**src/rtl/bpc_pkg.sv**
```systemverilog
`default_nettype none

package bpc_pkg;

    // configuration register indexes
    localparam int CfgIdxWidth = 2;
    localparam logic [CfgIdxWidth-1:0] CFG_DEBOUNCE   = 2'd0;
    localparam logic [CfgIdxWidth-1:0] CFG_LONG_PRESS = 2'd1;
    localparam logic [CfgIdxWidth-1:0] CFG_DOUBLE_MAX = 2'd2;
    localparam logic [CfgIdxWidth-1:0] CFG_SHORT_WAIT = 2'd3;

    localparam int CfgDataWidth = 16;
    localparam int TimeWidth    = 32;

    // register reset values in milliseconds
    localparam logic [CfgDataWidth-1:0] DEBOUNCE_RST   = 16'd20;
    localparam logic [CfgDataWidth-1:0] LONG_PRESS_RST = 16'd2000;
    localparam logic [CfgDataWidth-1:0] DOUBLE_MAX_RST = 16'd600;
    localparam logic [CfgDataWidth-1:0] SHORT_WAIT_RST = 16'd350;

    // press event codes
    typedef enum logic [1:0] {
        EV_NONE   = 2'd0,
        EV_SHORT  = 2'd1,
        EV_DOUBLE = 2'd2,
        EV_LONG   = 2'd3
    } press_event_t;

    // one poll
    typedef struct packed {
        logic                 raw_pressed;
        logic [TimeWidth-1:0] now_ms;
    } in_item_t;

    // one classification result
    typedef struct packed {
        press_event_t press_event;
        logic         held;
    } out_item_t;

endpackage

`default_nettype wire

```
**src/rtl/button_press_classifier.sv**
```systemverilog
`default_nettype none

// channel   direction  ports                       payload
// poll      in         s_valid s_ready s_item      raw_pressed, now_ms
// result    out        m_valid m_ready m_item      press_event, held
// config    in         cfg_we cfg_index cfg_data   debounce/long/double/short ms
//
// one result per poll, via the poll register and then the result register; one poll per cycle
// sustained unless the result stalls, set by the single classify step between the two registers
// aresetn is synchronous, active low: clears both valid flags, the button state
// and loads the default timings
// a stalled result register holds the poll register; a new poll is taken whenever
// the poll register is empty or moves on in the same cycle
module button_press_classifier
    import bpc_pkg::*;
(
    input  wire logic                    aclk,
    input  wire logic                    aresetn,

    input  wire logic                    s_valid,
    output logic                         s_ready,
    input  wire in_item_t                s_item,

    output logic                         m_valid,
    input  wire logic                    m_ready,
    output out_item_t                    m_item,

    input  wire logic                    cfg_we,
    input  wire logic [CfgIdxWidth-1:0]  cfg_index,
    input  wire logic [CfgDataWidth-1:0] cfg_data
);

    // configuration registers
    logic [CfgDataWidth-1:0] debounce_ms_reg;
    logic [CfgDataWidth-1:0] long_press_ms_reg;
    logic [CfgDataWidth-1:0] double_max_ms_reg;
    logic [CfgDataWidth-1:0] short_wait_ms_reg;

    // poll register and result register
    logic      in_valid_reg;
    in_item_t  in_item_reg;
    logic      out_valid_reg;
    out_item_t out_item_reg;
    out_item_t out_item_next;

    // classifier state
    logic                 stable_level_reg,   stable_level_next;
    logic [TimeWidth-1:0] debounce_start_reg, debounce_start_next;
    logic [TimeWidth-1:0] press_time_reg,     press_time_next;
    logic [TimeWidth-1:0] release_time_reg,   release_time_next;
    logic                 long_reported_reg,  long_reported_next;
    logic                 short_pending_reg,  short_pending_next;

    logic advance;

    // handshake
    assign advance = in_valid_reg && (!out_valid_reg || m_ready);
    assign s_ready = !in_valid_reg || advance;
    assign m_valid = out_valid_reg;
    assign m_item  = out_item_reg;

    // configuration writes
    always_ff @(posedge aclk) begin
        if (!aresetn) begin
            debounce_ms_reg   <= DEBOUNCE_RST;
            long_press_ms_reg <= LONG_PRESS_RST;
            double_max_ms_reg <= DOUBLE_MAX_RST;
            short_wait_ms_reg <= SHORT_WAIT_RST;
        end else if (cfg_we) begin
            case (cfg_index)
                CFG_DEBOUNCE:   debounce_ms_reg   <= cfg_data;
                CFG_LONG_PRESS: long_press_ms_reg <= cfg_data;
                CFG_DOUBLE_MAX: double_max_ms_reg <= cfg_data;
                CFG_SHORT_WAIT: short_wait_ms_reg <= cfg_data;
                default: ;
            endcase
        end
    end

    // classify one poll
    always_comb begin
        logic                 raw;
        logic [TimeWidth-1:0] now;
        logic                 mismatch;
        logic [TimeWidth-1:0] start_eff;
        logic [TimeWidth-1:0] deb_diff;
        logic                 deb_ok;
        logic [TimeWidth-1:0] press_diff;
        logic [TimeWidth-1:0] rel_diff;
        logic                 done;
        press_event_t         ev;

        raw       = in_item_reg.raw_pressed;
        now       = in_item_reg.now_ms;
        mismatch  = raw != stable_level_reg;
        start_eff = (debounce_start_reg == '0) ? now : debounce_start_reg;
        deb_diff  = now - start_eff;
        deb_ok    = mismatch && (deb_diff >= {{(TimeWidth-CfgDataWidth){1'b0}},
                                              debounce_ms_reg});
        press_diff = now - press_time_reg;
        rel_diff   = now - release_time_reg;

        stable_level_next   = deb_ok ? raw : stable_level_reg;
        debounce_start_next = (mismatch && !deb_ok) ? start_eff : '0;
        press_time_next     = (deb_ok && raw) ? now : press_time_reg;
        release_time_next   = (deb_ok && !raw) ? now : release_time_reg;
        long_reported_next  = (deb_ok && raw) ? 1'b0 : long_reported_reg;
        short_pending_next  = short_pending_reg;
        ev   = EV_NONE;
        done = 1'b0;

        // release edge: double press or start a pending short
        if (deb_ok && !raw && !long_reported_reg) begin
            if (short_pending_reg &&
                press_diff < {{(TimeWidth-CfgDataWidth){1'b0}}, double_max_ms_reg}) begin
                short_pending_next = 1'b0;
                ev   = EV_DOUBLE;
                done = 1'b1;
            end else begin
                short_pending_next = 1'b1;
            end
        end

        // a fresh edge restarts its own timer at zero
        if (deb_ok && raw) begin
            press_diff = '0;
        end
        if (deb_ok && !raw) begin
            rel_diff = '0;
        end

        // long hold, else confirmed short
        if (!done) begin
            if (stable_level_next && !long_reported_next &&
                press_diff >= {{(TimeWidth-CfgDataWidth){1'b0}}, long_press_ms_reg}) begin
                long_reported_next = 1'b1;
                short_pending_next = 1'b0;
                ev = EV_LONG;
            end else if (!stable_level_next && short_pending_next &&
                rel_diff > {{(TimeWidth-CfgDataWidth){1'b0}}, short_wait_ms_reg}) begin
                short_pending_next = 1'b0;
                ev = EV_SHORT;
            end
        end

        out_item_next.press_event = ev;
        out_item_next.held        = stable_level_next;
    end

    // control and state registers
    always_ff @(posedge aclk) begin
        if (!aresetn) begin
            in_valid_reg       <= 1'b0;
            out_valid_reg      <= 1'b0;
            stable_level_reg   <= 1'b0;
            debounce_start_reg <= '0;
            press_time_reg     <= '0;
            release_time_reg   <= '0;
            long_reported_reg  <= 1'b0;
            short_pending_reg  <= 1'b0;
        end else begin
            if (s_ready) begin
                in_valid_reg <= s_valid;
            end
            if (advance) begin
                out_valid_reg      <= 1'b1;
                stable_level_reg   <= stable_level_next;
                debounce_start_reg <= debounce_start_next;
                press_time_reg     <= press_time_next;
                release_time_reg   <= release_time_next;
                long_reported_reg  <= long_reported_next;
                short_pending_reg  <= short_pending_next;
            end else if (m_ready) begin
                out_valid_reg <= 1'b0;
            end
        end
    end

    // payload registers
    always_ff @(posedge aclk) begin
        if (s_valid && s_ready) begin
            in_item_reg <= s_item;
        end
        if (advance) begin
            out_item_reg <= out_item_next;
        end
    end

endmodule

`default_nettype wire

```
**config.mk**
```make
export PLATFORM = sky130hd
export DESIGN_NAME = button_press_classifier
export DESIGN_NICKNAME = d
export VERILOG_FILES = /design/src/rtl/bpc_pkg.sv /design/src/rtl/button_press_classifier.sv
export SDC_FILE = /design/constraint.sdc
export NUM_CORES = 1
export LEC_CHECK = 0
export ABC_CLOCK_PERIOD_IN_PS = 8340
export BUFFER_PORTS_ARGS = -buffer_cell sky130_fd_sc_hd__buf_2
export CAP_MARGIN = 20
export CORE_ASPECT_RATIO = 0.9
export CORE_MARGIN = 2
export CORE_UTILIZATION = 58
export DETAILED_ROUTE_END_ITERATION = 10
export HOLD_SLACK_MARGIN = 0.02
export PLACE_DENSITY = 0.78
export SYNTH_ARGS = -nofsm -noshare
export SYNTH_HDL_FRONTEND = slang
export SYNTH_SLANG_ARGS = --single-unit
```
**constraint.sdc**
```tcl
create_clock -name aclk -period 8.34 [get_ports aclk]
set_input_delay 2.085 -clock aclk [delete_from_list [all_inputs] [get_ports aclk]]
set_output_delay 2.085 -clock aclk [all_outputs]
set_load 0.03 [all_outputs]
```
==> results of run 1 <==
-- routing by layer --
layer  vias up  global-route usage, %  routed length (µm)
met1      7602                   49.6               22300
met4         0                   10.6                1380
met5         -                      0                   0
met2       749                   52.3               22000
li1       7566                      -                   -
met3        99                   8.05                5210
-- cell families (layout without fill, tap and decap cells) --
| logic type | after synthesis | in the layout | synth area share [%] |
|---|---|---|---|
| AO/OA/AOI/OAI | 627 | 627 | 25.7 |
| XOR/XNOR | 51 | 51 | 2.85 |
| adder cells (fa/ha/maj) | 149 | 149 | 12.0 |
| buffers and inverters | 252 | 351 | 6.52 |
| flip-flops | 201 | 201 | 27.9 |
| multiplexers | 39 | 39 | 2.53 |
| AND/OR/NAND/NOR | 715 | 715 | 22.5 |
-- Yosys cell counts, drive strengths merged, types with 36 or more instances --
library cell / number
a21oi: 234
nand2: 196
dfxtp: 165
nor2: 161
inv: 158
ha: 146
o21ai: 127
nand3: 75
clkbuf: 70
nor4: 46
nor3: 43
o211ai: 42
nand2b: 40
a21o: 39
mux2i: 37
edfxtp: 36
nor2b: 36
-- timing repair --
action / in CTS / in global routing
setup buffers: 0 / 10
pin swaps: 0 / 15
endpoints found under the setup margin: 2 / 4
resized for setup: 5 / 27
-- worst reg2reg max path, delay by kind of cell (launching register included) --
| kind | cells | cell delay [ns] |
|---|---|---|
| adder cells (fa/ha/maj) | 4 | 0.79 |
| flip-flops | 1 | 0.35 |
| AO/OA/AOI/OAI | 17 | 3.53 |
| AND/OR/NAND/NOR | 11 | 2.00 |
| buffers and inverters | 6 | 0.96 |
-- per-stage QoR --
step | cell area [µm²] | total power [mW] | instances
after floorplan | 15700 | 1.55 | 2034
after global placement | 16600 | 1.76 | 2430
after detailed placement | 16600 | 1.77 | 2431
after CTS | 17500 | 2.88 | 2475
after global routing | 17700 | 3.02 | 2487
final | 17700 | 2.90 | 2487
-- worst paths after layout --
| kind | startpoint | endpoint | slack (ns) | cells after the start |
|---|---|---|---|---|
| worst max-delay path | debounce_start_reg[24]$_SDFFE_PN0P_ | m_item[1]$_SDFFCE_PP0P_ | 0.45 | 38 |
| worst min-delay path | long_press_ms_reg[13]$_SDFFE_PN0P_ | long_press_ms_reg[13]$_SDFFE_PN0P_ | 0.46 | 2 |
| worst max register to register | debounce_start_reg[24]$_SDFFE_PN0P_ | m_item[1]$_SDFFCE_PP0P_ | 0.45 | 38 |
| worst min register to register | long_press_ms_reg[13]$_SDFFE_PN0P_ | long_press_ms_reg[13]$_SDFFE_PN0P_ | 0.46 | 2 |
-- power groups by stage --
stage	Combinational, mW	Sequential, mW	Clock, mW
5_1_grt	0.801	1.06	1.16
4_1_cts	0.700	1.06	1.12
6_report	0.733	1.06	1.11
3_3_place_gp	0.684	1.08	0
2_1_floorplan	0.489	1.06	0
3_5_place_dp	0.693	1.08	0
-- cell type report --
| cell class | instances | area [µm²] | share of cell area, % |
|---|---|---|---|
| multi-input combinational | 1581 | 10500 | 59.1 |
| sequential | 201 | 4380 | 24.7 |
| timing repair buffer | 149 | 986 | 5.56 |
| clock buffer | 35 | 713 | 4.03 |
| inverter | 158 | 596 | 3.36 |
| tap | 354 | 443 | 2.50 |
| clock inverter | 9 | 128 | 0.720 |
==> results.md, run 1 <==
- Largest register FFs: 33
- Fill cells: around 2300
- Initial Util: 58.5%
- Vias in the first global route: 14600
- Leakage: between 6 and 7 nW
- Clock share of power: 38.1%
- I/O Buffers: 60
- Clk sinks: 201
- Area Overhead vs Synth: 12.9%
- Hold WS: about 0.46 ns
- Crit-path slowest cell: a2111oi_0
- Core area: 0.0268 mm²
- Final setup vio count: 0
- First-pass GRT wire length: 78400 µm
- DRC viols: 0
- Crit path time final: 7.89 ns
- Die area: ~0.028 mm²
- Crit. End Element: flip-flop
- Slowest stage delay, CP: about 0.42 ns
- Post-layout util: 66.1%
- Post-DP HPWL: around 39000 µm
- Synth area leader: dfxtp_1
- Hold Crit Class: reg2reg
- FF+latch count, synth: 201
- CP required: 8.65 ns
- Worst slew pin tran: 1.12 ns
- Largest delay share family, worst path: compound AO/OA/AOI/OAI gates
- Syn_area_per_cell: 7.72 µm²
- Most common cell after layout, fill and taps aside: a21oi_1
- Power Internal: between 1.5 and 2 mW
- Commonest non-fill, non-tap cells in the layout: 233 x a21oi_1, 194 x nand2_1, 165 x dfxtp_1
- Number of synthesized flops with an enable pin: 36
- CTS Root Cell: clkbuf_16
- Post-Route WL: 50900 µm
- Final Skew: 0.0211 ns
- Comb pwr share: 25.3%
- DR iter-0 viols: ~1600
- Final setup TNS: 0 ns
- Worst VDD drop: 174 µV
- Drt first pass iters: 6
- Ranking of synthesized cells by area: dfxtp_1 21%, ha_1 12%, a21oi_1 7.4%
- Share of layout cells above drive strength 1: 11.6%
- Max Clk Rate: 0.127 GHz
- Switching Fraction: between 30% and 40%
- Final worst slack: 0.454 ns
- Top cell type's share of synthesized area: between 20% and 30%
- Status: finished clean
- Die X: about 180 µm
- Post-synthesis net count: roughly 2200
- Critical path type: reg2reg
- Distinct cells, synth: 99
- P_sw: slightly above 0.9 mW
- Htree depth: 1
- NumNets Final: 2319
- CP Launch Type: flip-flop
- Initial antenna violation count: 0
- Total number of vias: 16000
- Main synth FF type: dfxtp_1
- Buf/Inv on CP: 6
- Largest net degree at the start of global routing: 96
- Synth Cell Area: roughly 0.016 mm²
- Clock-pin slew on the worst setup and hold paths: roughly 0.060 ns
- Gr usage total: 34.9%
- Clk buf depth: 3
- Vias/cell: 6.44
- Post-Syn Instances: 2034
- Slew Limit Fails: 0
- Inserted Diodes: 0
- Top cell by count, worst path: buf_4
- Post-CTS Hold Buffers: 0
- Crit-path max FO: 12
- Critical path arrival: 8.19 ns
- Sequential Power Share: approximately 37%
- Cts bufs inserted: 24
- Rel. slew slack: 25.0%
- Sequential share of the synthesized area: 27.9%
- Dpl ws: -0.0622 ns
- Ys Warns: 0
- Count of final hold-check violations: 0
- Row cnt: 57
- Pwr dens: ~160 mW/mm²
- Final Wtd Congestion: ~1
- Period utilization: 94.6%
- DIE HEIGHT: 160 µm
- Io pins: 61
- Clk Latency, worst-skew pair: around 0.55 ns
- Antenna viol nets, final: 0
- Wire length per cell: roughly 20 µm
- Max cap viols: 0
- Ys async rst share: 0%
- Remaining global-route overflow: 0
- CTS tree: yes
Note: power is estimated with default switching activity, not from simulation.
==> run 2, diff against run 1 <==
==> config.mk (replaced) <==
export PLATFORM = sky130hd
export DESIGN_NAME = button_press_classifier
export DESIGN_NICKNAME = d
export VERILOG_FILES = /design/src/rtl/bpc_pkg.sv /design/src/rtl/button_press_classifier.sv
export SDC_FILE = /design/constraint.sdc
export NUM_CORES = 1
export LEC_CHECK = 0
export CAP_MARGIN = 20
export CELL_PAD_IN_SITES_DETAIL_PLACEMENT = 0
export CELL_PAD_IN_SITES_GLOBAL_PLACEMENT = 1
export CORE_ASPECT_RATIO = 0.9
export CORE_MARGIN = 2
export CORE_UTILIZATION = 44
export DETAILED_ROUTE_END_ITERATION = 10
export DONT_BUFFER_PORTS = 1
export HOLD_SLACK_MARGIN = 0.02
export PLACE_DENSITY_LB_ADDON = 0.1
export SYNTH_ARGS = -nofsm -noshare
export SYNTH_HDL_FRONTEND = slang
export SYNTH_SLANG_ARGS = --single-unit
==> results.md, run 2 (synthesized netlist as in run 1, its figures left out) <==
- Status: finished clean
- First-pass GRT wire length: 82700 µm (+5.5%)
- Share of layout cells above drive strength 1: 9.86% (-1.7 points)
- Final worst slack: 0.511 ns (+0.0567 ns)
- Commonest non-fill, non-tap cells in the layout: 232 x a21oi_1, 194 x nand2_1, 165 x dfxtp_1
- Leakage: 6.73 nW (-2.2%)
- Inserted Diodes: 0 (unchanged)
- Worst VDD drop: 177 µV (+1.7%)
- Vias/cell: 6.00 (-6.8%)
- Reg area: 0.00438 mm² (unchanged)
- Crit path time final: 7.83 ns (-0.0567 ns)
- Rel. slew slack: 26.7% (+1.7 points)
- Die area: 0.0372 mm² (+31%)
- Count of final hold-check violations: 0 (unchanged)
- Drt first pass iters: 5 (-1)
- Hold WS: 0.453 ns (-0.00535 ns)
- CP required: 8.66 ns (about the same)
- Footprint of the multi-input gates: 0.0105 mm² (+0.34%)
- Slowest stage delay, CP: 0.36 ns (-0.06 ns)
- RSZ-0062 raised after global routing: no
- Total Power: 2.94 mW (+1.3%)
- Total number of vias: 15400 (-4.1%)
- Largest net degree at the start of global routing: 85 (-11%)
- Max Clk Rate: 0.128 GHz (+0.72%)
- Clock-pin slew on the worst setup and hold paths: 0.07 ns (about the same)
- Clk Latency, worst-skew pair: 0.56 ns (about the same)
- Post-Route WL: 53400 µm (+5.0%)
- CTS Root Cell: clkbuf_16
- NumNets Final: 2275 (-1.9%)
- Cts bufs inserted: 24 (unchanged)
- Max cap viols: 0 (unchanged)
- Dpl ws: 0.0282 ns (+0.0905 ns)
- Gr usage total: 28.2% (-6.7 points)
- Crit-path max FO: 5 (-7)
- Area Overhead vs Synth: 13.0% (about the same)
- Fill cells: 3546 (+52%)
- Initial antenna violation count: 0 (unchanged)
- Row cnt: 65 (+14%)
- Period utilization: 93.9% (-0.68 points)
- I/O Buffers: 0 (-100%)
- Slew Limit Fails: 0 (unchanged)
- Worst slew pin tran: 1.09 ns (-0.0242 ns)
- Final setup vio count: 0 (unchanged)
- Final setup TNS: 0 ns (unchanged)
- Finished Cell Area: 0.0177 mm² (about the same)
- CTS tree: yes
- Die X: 203 µm (+14%)
- Placed instance area: 0.0166 mm² (about the same)
- Remaining global-route overflow: 0 (unchanged)
- Crit. End Element: flip-flop
- Post-DP HPWL: 40700 µm (+5.0%)
- Io pins: 61 (unchanged)
- Antenna viol nets, final: 0 (unchanged)
- Core area: 0.0351 mm² (+31%)
- Most common cell after layout, fill and taps aside: a21oi_1
- Hold Crit Class: reg2reg
- Critical path arrival: 8.15 ns (-0.04 ns)
- Initial Util: 44.7% (-14 points)
- Wire length per cell: 20.9 µm (+2.1%)
- Largest register FFs: 33 (unchanged)
- Pwr dens: 166 mW/mm² (+1.2%)
- Crit-path slowest cell: a222oi_1
- Final Skew: 0.0328 ns (+0.0118 ns)
- Critical path type: reg2reg
- Clk buf depth: 3 (unchanged)
- CP Launch Type: flip-flop
- Clk sinks: 201 (unchanged)
- DIE HEIGHT: 183 µm (+14%)
- Htree depth: 1 (unchanged)
- Final Wtd Congestion: 0.966 (-3.6%)
- DRC viols: 0 (unchanged)
- DR iter-0 viols: 1080 (-32%)
- Vias in the first global route: 14500 (-0.56%)
run 2: cell types whose count changed in the layout (fill, tap and decap cells not counted), moves of 4 or more:
cell | previous run | this run
buf_2 | 60 | 0
buf_4 | 85 | 102
clkbuf_1 | 5 | 1
nor4_2 | 10 | 6
clkinv_4 | 0 | 6
run 2: through the flow:
stage          util, %  instances
6_report          50.5       2558
5_1_grt           50.5       2558
4_1_cts           49.8       2552
3_5_place_dp      47.3       2508
3_3_place_gp      47.3       2507
2_1_floorplan        -       2034
run 2: where the power goes:
| part | internal [mW] | switching (mW) |
|---|---|---|
| Combinational | 0.286 | 0.434 |
| Clock | 0.689 | 0.469 |
| Sequential | 1.02 | 0.0404 |
| Total | 2.00 | 0.944 |
run 2: layer usage:
metal	up-vias	wire, µm	track usage (%)
met5	-	0	0
met4	0	1250	7.30
met3	67	2920	2.93
met2	442	23200	43.2
met1	7350	26000	41.9
li1	7499	-	-
run 2: layout make-up:
type | count | area share, %
clock buffer | 28 | 3.64
tap | 469 | 3.31
multi-input combinational | 1582 | 59.2
clock inverter | 16 | 1.27
sequential | 201 | 24.7
timing repair buffer | 104 | 4.45
inverter | 158 | 3.36
run 2: repair_timing:
item | in CTS | in global routing
hold buffers | 0 | 0
setup buffers | 0 | 5
setup endpoints to repair | 2 | 4
gates resized for setup | 1 | 33
pin swaps | 0 | 15
gates cloned | 0 | 1
run 2: worst max-delay path, delay by kind of cell (launching register included):
kind	cells	cell delay [ns]
AND/OR/NAND/NOR	17	2.90
flip-flops	1	0.34
adder cells (fa/ha/maj)	4	0.90
multiplexers	1	0.31
AO/OA/AOI/OAI	14	2.42
buffers and inverters	5	0.74
run 2: final timing paths:
| kind | cells after the start | slack (ns) | start | to |
|---|---|---|---|---|
| worst min-delay path | 2 | 0.45 | double_max_ms_reg[0]$_SDFFE_PN0P_ | double_max_ms_reg[0]$_SDFFE_PN0P_ |
| worst max-delay path | 41 | 0.51 | debounce_start_reg[27]$_SDFFE_PN0P_ | m_item[1]$_SDFFCE_PP0P_ |
| worst max register to register | 41 | 0.51 | debounce_start_reg[27]$_SDFFE_PN0P_ | m_item[1]$_SDFFCE_PP0P_ |
| worst min register to register | 2 | 0.45 | double_max_ms_reg[0]$_SDFFE_PN0P_ | double_max_ms_reg[0]$_SDFFE_PN0P_ |
